### config.mk
export PLATFORM = sky130hd
export DESIGN_NAME = lzwmc_ctrl
export DESIGN_NICKNAME = d
export VERILOG_FILES = /design/src/rtl/lzwmc_pkg.sv /design/src/rtl/lzwmc_ctrl.sv
export SDC_FILE = /design/constraint.sdc
export NUM_CORES = 1
export LEC_CHECK = 0
export ABC_AREA = 1
export BUFFER_PORTS_ARGS = -buffer_cell sky130_fd_sc_hd__buf_2
export CAP_MARGIN = 30
export CORE_MARGIN = 2
export CORE_UTILIZATION = 35
export DETAILED_ROUTE_END_ITERATION = 7
export GPL_TIMING_DRIVEN = 0
export MAX_ROUTING_LAYER = met4
export PLACE_DENSITY = 0.71
export SYNTH_ARGS = -nofsm -noshare
export SYNTH_HDL_FRONTEND = slang
export SYNTH_SLANG_ARGS = --single-unit
### constraint.sdc
create_clock -name clock -period 3.7 [get_ports clock]
set_clock_uncertainty 0.15 [all_clocks]
set_input_delay 0.37 -clock clock [delete_from_list [all_inputs] [get_ports clock]]
set_output_delay 0.37 -clock clock [all_outputs]
set_load 0.05 [all_outputs]
### src/rtl/lzwmc_pkg.sv
// ----------------------------------------------------------------------------
// lzwmc_pkg
// shared types and constants of the lzw mini-cache compressor
// ----------------------------------------------------------------------------
package lzwmc_pkg;

   localparam int DICT_AW   = 10;            // dictionary address bits
   localparam int CACHE_IW  = 5;             // cache index bits (32 entries)
   localparam int CACHE_N   = 1 << CACHE_IW;
   localparam int ROOTS     = 256;
   localparam int ACC_W     = 19;            // 7 pending + 11 code bits + 1
   localparam int CNT_W     = 5;

   localparam logic [2:0]         CACHE_BITS_RST = 3'd3;
   localparam logic [2:0]         CACHE_BITS_MAX = 3'(CACHE_IW);
   localparam logic [DICT_AW:0]   FIRST_FREE     = (DICT_AW + 1)'(ROOTS);
   localparam logic [3:0]         WIDTH_RST      = 4'd9;

   typedef enum logic [3:0] {
      ST_IDLE,
      ST_HDR,
      ST_CHILD_RD,
      ST_CHILD_CHK,
      ST_WALK_CHK,
      ST_ADD,
      ST_PUT,
      ST_END_CODE,
      ST_END_PUT,
      ST_PAD
   } state_type;

   typedef struct packed {
      logic latch_in;
      logic start_blk;
      logic link_child;
      logic walk_first;
      logic walk_next;
      logic take_match;
      logic link_sib;
      logic add_entry;
      logic send_end;
      logic emit_hdr;
      logic emit_acc;
      logic emit_last;
      logic emit_pad;
   } cmd_type;

   typedef struct packed {
      logic blk_open;
      logic blk_end;
      logic first_zero;
      logic match;
      logic sib_zero;
      logic cnt_ge8;
      logic cnt_zero;
      logic out_free;
   } sts_type;

endpackage

### src/rtl/lzwmc_ctrl.sv
// ----------------------------------------------------------------------------
// lzwmc_ctrl
// sequencer: trie walk, dictionary update and bit output per byte
// ----------------------------------------------------------------------------
module lzwmc_ctrl (
   input  logic               clock,
   input  logic               reset,
   input  logic               req_tvalid,
   output logic               req_tready,
   input  lzwmc_pkg::sts_type sts,
   output lzwmc_pkg::cmd_type cmd
);

   lzwmc_pkg::state_type state_ff, state_in;

   always_ff @(posedge clock) begin
      if (reset) begin
         state_ff <= lzwmc_pkg::ST_IDLE;
      end else begin
         state_ff <= state_in;
      end
   end

   assign req_tready = (state_ff == lzwmc_pkg::ST_IDLE);

   // next state
   always_comb begin
      state_in = state_ff;
      unique case (state_ff)
         lzwmc_pkg::ST_IDLE: begin
            if (req_tvalid) begin
               state_in = sts.blk_open ? lzwmc_pkg::ST_CHILD_RD : lzwmc_pkg::ST_HDR;
            end
         end
         lzwmc_pkg::ST_HDR: begin
            if (sts.out_free) begin
               state_in = sts.blk_end ? lzwmc_pkg::ST_END_CODE : lzwmc_pkg::ST_IDLE;
            end
         end
         lzwmc_pkg::ST_CHILD_RD: state_in = lzwmc_pkg::ST_CHILD_CHK;
         lzwmc_pkg::ST_CHILD_CHK: begin
            state_in = sts.first_zero ? lzwmc_pkg::ST_ADD : lzwmc_pkg::ST_WALK_CHK;
         end
         lzwmc_pkg::ST_WALK_CHK: begin
            if (sts.match) begin
               state_in = sts.blk_end ? lzwmc_pkg::ST_END_CODE : lzwmc_pkg::ST_IDLE;
            end else if (sts.sib_zero) begin
               state_in = lzwmc_pkg::ST_ADD;
            end
         end
         lzwmc_pkg::ST_ADD: state_in = lzwmc_pkg::ST_PUT;
         lzwmc_pkg::ST_PUT: begin
            if (!sts.cnt_ge8) begin
               state_in = sts.blk_end ? lzwmc_pkg::ST_END_CODE : lzwmc_pkg::ST_IDLE;
            end
         end
         lzwmc_pkg::ST_END_CODE: state_in = lzwmc_pkg::ST_END_PUT;
         lzwmc_pkg::ST_END_PUT: begin
            if (!sts.cnt_ge8) begin
               state_in = sts.cnt_zero ? lzwmc_pkg::ST_IDLE : lzwmc_pkg::ST_PAD;
            end
         end
         lzwmc_pkg::ST_PAD: begin
            if (sts.out_free) begin
               state_in = lzwmc_pkg::ST_IDLE;
            end
         end
         default: state_in = lzwmc_pkg::ST_IDLE;
      endcase
   end

   // commands
   always_comb begin
      cmd = '0;
      unique case (state_ff)
         lzwmc_pkg::ST_IDLE: cmd.latch_in = req_tvalid;
         lzwmc_pkg::ST_HDR: begin
            cmd.start_blk = sts.out_free;
            cmd.emit_hdr  = sts.out_free;
         end
         lzwmc_pkg::ST_CHILD_RD: cmd = '0;
         lzwmc_pkg::ST_CHILD_CHK: begin
            cmd.link_child = sts.first_zero;
            cmd.walk_first = !sts.first_zero;
         end
         lzwmc_pkg::ST_WALK_CHK: begin
            cmd.take_match = sts.match;
            cmd.walk_next  = !sts.match && !sts.sib_zero;
            cmd.link_sib   = !sts.match && sts.sib_zero;
         end
         lzwmc_pkg::ST_ADD: cmd.add_entry = 1'b1;
         lzwmc_pkg::ST_PUT: cmd.emit_acc = sts.cnt_ge8 && sts.out_free;
         lzwmc_pkg::ST_END_CODE: cmd.send_end = 1'b1;
         lzwmc_pkg::ST_END_PUT: begin
            cmd.emit_acc  = sts.cnt_ge8 && sts.out_free;
            cmd.emit_last = sts.cnt_ge8 && sts.out_free;
         end
         lzwmc_pkg::ST_PAD: cmd.emit_pad = sts.out_free;
         default: cmd = '0;
      endcase
   end

endmodule

== Word-level counts from Yosys, hierarchy flattened ==
Cells that the tools add are included.

* Flip-flop bits (word level): 4
* Bits of input ports: 11
* Output and inout port bits: 14

* Equal/unequal tests: 15
* Mux-type cells: 21
* Reduce and logical (&&, ||, !) cells: 9

{| class="wikitable"
|+ Operators by type and width
! operator !! count
|-
| $pmux 4 s10 || 1
|-
| $mux 4 || 8
|-
| $eq 4x3->1 const B || 4
|-
| $ne 2x2->1 const B || 5
|-
| $eq 4x2->1 const B || 2
|-
| $eq 4x4->1 const B || 2
|-
| $mux 1 || 8
|-
| $mux 3 || 2
|-
| $reduce_and 6->1 || 1
|-
| $eq 4x1->1 const B || 1
|-
| $logic_not 4->1 || 1
|-
| $mux 2 || 2
|-
| $logic_and 1x1->1 || 3
|-
| $logic_not 1->1 || 3
|-
| $ne 3x3->1 const B || 1
|-
| $reduce_or 2->1 || 1
|}

== Depth between registers and ports, before layout ==
* Word-level depth: 3
* Gate-level depth with buffers: 8

== Worst setup path before layout ==
No wires, ideal clock.

* Kind: register to output
* Start point: register state_ff[3]
* End point: output port cmd[1] in the netlist's numbering
* Arrival time: 1,744 ps
* Required time: 3,180 ps
* Slack: 1,436 ps
* Stages on the path, launching flop included: 5
* Cell sequence: dfxtp_1 > inv_1 > nor2_1 > nand2_2 > nor3_1

{| class="wikitable"
|+ RTL lines
! item !! line !! text
|-
| start: declaration || lzwmc_ctrl.sv:14 || <nowiki>lzwmc_pkg::state_type state_ff, state_in;</nowiki>
|-
| start signal: assignment || lzwmc_ctrl.sv:18 || <nowiki>state_ff <= lzwmc_pkg::ST_IDLE;</nowiki>
|-
| start signal: assignment || lzwmc_ctrl.sv:20 || <nowiki>state_ff <= state_in;</nowiki>
|-
| end: declaration || lzwmc_ctrl.sv:11 || <nowiki>output lzwmc_pkg::cmd_type cmd</nowiki>
|}

==> run_results.csv <==
group,metric,value,unit
sta,finalCritPeriodShare,0.5726,
synth,ys_seq_area_frac,0.1633,
floorplan,core-area,1301,um^2
drt,drtIter0Drc,15,
drt,post_drt_wl_per_cell,8.937,um
placement,port-buffer-count,24,
pwr,seqPwrFrac,0.177,
floorplan,placementRows,13,
pwr,ir_worst_vdd,0.0004387,V
cells_and_area,top_regs,"state_ff x4",
clock_network,cts_buffers,3,
clock_network,cts-root-buf,"clkbuf_4",
sta,setup_ws,1.582,ns
sta,final.setup.tns,0,ns
cells_and_area,drive_gt1_frac,0.4018,
critical_path,reg2reg_slack,2.27,ns
cells_and_area,largest_register_ffs,4,
synth,ys_ff_latch,4,
pwr,power.density,706.2,nW/um^2
critical_path,worstSetupPathType,"reg -> out",
floorplan,dieArea,1717,um^2
cells_and_area,final_common_cell,"buf_2",
sta,finalSetupViolations,0,
synth,netlist_area,490.5,um^2
critical_path,r2r_end,"state_ff[2]$_SDFFE_PP0P_",
flow_run,maxCapViolCount,0,
pwr,p_switching,0.2734,mW
hold_path,holdPathEnd,"state_ff[2]$_SDFFE_PP0P_",
pwr,combPwrFrac,0.712,
placement,place_hpwl,964.8,um
placement,place_ws,1.831,ns
synth,syn_inst,85,
global_routing,grt_use_total,0.1429,
pwr,p_int,0.1869,mW
drt,postRouteAntennaNets,0,
global_routing,overflow,0,
critical_path,cp-start-kind,"register",
cells_and_area,area_delta_synth_final,32.91,%
critical_path,cp_max_fo,8,
drt,via_count,583,
clock_network,clock-sinks,4,
sta,rsz0062_at_grt,"no",
hold_path,holdPathStages,2,
critical_path,critical_path_arrival,1.60,ns
pwr,power_leakage,0.3957,nW
sta,period_needed,2.118,ns
global_routing,grt_pass1_vias,491,
cells_and_area,diodes,0,
critical_path,reg2reg_depth,8,
status,status,"finished, final reports clean",
floorplan,die_x,41.44,um
clock_network,cts_resized,0,
drt,viasPerCell,4.591,
clock_network,insertion_delay,0.23,ns
clock_network,clkTransAtPathRegs,0.03,ns
sta,slew_violations,0,
floorplan,initial_core_util,0.3769,
global_routing,antenna_found_initial,0,
clock_network,cts.path.max_buffers,2,
floorplan,die_h,41.44,um
floorplan,num_io_pins,25,
clock_network,cts_setup_buffers,0,
synth,synth.avg_cell_area,5.770,um^2
pwr,clock_power_share,0.111,
synth,ys_warn_count,0,
synth,syn_nets,96,
synth,synth_cell_types,18,
global_routing,grt_pass1_wl,1966,um
hold_path,hold_start,"reset",
sta,fmax,472.0,MHz
cells_and_area,finalNetCount,125,
critical_path,crit_path_end_kind,"primary output",
cells_and_area,fillers,167,
pwr,swShare,0.5940,
sta,tightest_slew,0.3348,ns
global_routing,grt_max_degree,9,
critical_path,r2r-start,"state_ff[0]$_SDFFE_PP0P_",
sta,max-slew-margin-rel,0.7766,
hold_path,hp-class,"in -> reg",
clock_network,ctsHoldBuffers,0,
clock_network,cts-htree-levels,1,
cells_and_area,final_cell_mix,"buf_2 (24), nand2_1 (18), inv_1 (14)",
drt,drtPass1Iterations,4,
clock_network,cts_tree,"built",
drt,wirelength,1135,um
placement,gp_congestion,0.8677,
cells_and_area,regMostFlops,"state_ff",
drt,drc_errors,0,
sta,hold_violations,0,
critical_path,cp.required,3.18,ns
## worst max-delay path, cell delays in order, from the launching register on
cell	delay, ns
dfxtp_1	0.38
nor2_4	0.25
nand2_2	0.13
a21oi_4	0.22
inv_1	0.06
nor2_1	0.07
buf_2	0.26
## area by class of cell
class | count | area [um^2] | area share
Multi-Input combinational cell | 64 | 342.8 | 0.5259
Timing Repair Buffer | 24 | 120.1 | 0.1843
Sequential cell | 4 | 80.08 | 0.1228
Inverter | 16 | 60.06 | 0.09213
Clock buffer | 3 | 22.52 | 0.03455
Tap cell | 15 | 18.77 | 0.02879
Buffer | 1 | 7.507 | 0.01152
## synthesized netlist by cell type
cell type  number  area share
inv_1          14        0.11
a21oi_4         1       0.033
nand3b_1        2       0.031
o21ai_1         1       0.010
nor3_1          1       0.010
nor2_1         13       0.099
nand2_1        18        0.14
nand2_2         5       0.064
inv_2           2       0.015
nor2_2          3       0.038
a21oi_1         5       0.051
nand4_1         1       0.013
nand3_1         7       0.071
dfxtp_1         4        0.16
nor2_4          3       0.069
buf_4           1       0.015
o21ai_0         1       0.010
nand3_2         3       0.061
## per-stage QoR
| step | instances | area, um^2 | hold WS, ns | total power [mW] | utilization |
|---|---|---|---|---|---|
| 6_report | 127 | 651.9 | 0.1910 | 0.4603 | 0.5010 |
| 3_3_place_gp | 124 | 629.4 | 0.3985 | 0.4053 | 0.4837 |
| 3_5_place_dp | 124 | 629.4 | 0.3962 | 0.4077 | 0.4837 |
| 5_1_grt | 127 | 651.9 | 0.2018 | 0.4981 | 0.5010 |
| 4_1_cts | 127 | 651.9 | 0.1845 | 0.4629 | 0.5010 |
| 2_1_floorplan | 85 | 490.5 | 0.2891 | 0.3443 | - |
## worst max-delay path by stage
stage / from / end / cells past startpoint
after floorplan: state_ff[3]$_SDFFE_PP0P_ / cmd[1] / 4
after global routing: state_ff[1]$_SDFFE_PP0P_ / cmd[2] / 7
final: state_ff[0]$_SDFFE_PP0P_ / cmd[2] / 6
after detailed placement: state_ff[0]$_SDFFE_PP0P_ / cmd[2] / 6
after global placement: state_ff[0]$_SDFFE_PP0P_ / cmd[2] / 6
after CTS: state_ff[0]$_SDFFE_PP0P_ / cmd[2] / 6
## kinds of logic after synthesis
kind of cell / Yosys count / share of synthesized area
AOI/OAI and AO/OA: 8 / 0.1046
buffers and inverters: 17 / 0.1378
DFF: 4 / 0.1633
and+or+nand+nor: 56 / 0.5944
## layer usage
metal	wire (um)	global-route usage	share of wire
met5	0	-	0
met4	0	0.05806	0
met3	50	0.004348	0.044
met2	575	0.2250	0.51
met1	509	0.1921	0.45
## power by group through the flow
stage	clock network (mW)	registers (mW)	logic [mW]
6_report	0.0513	0.0814	0.328
5_1_grt	0.0564	0.0850	0.357
4_1_cts	0.0547	0.0804	0.328
3_5_place_dp	0	0.0811	0.327
3_3_place_gp	0	0.0813	0.324
2_1_floorplan	0	0.0787	0.266
No activity file was read; power rests on OpenSTA's default activity.
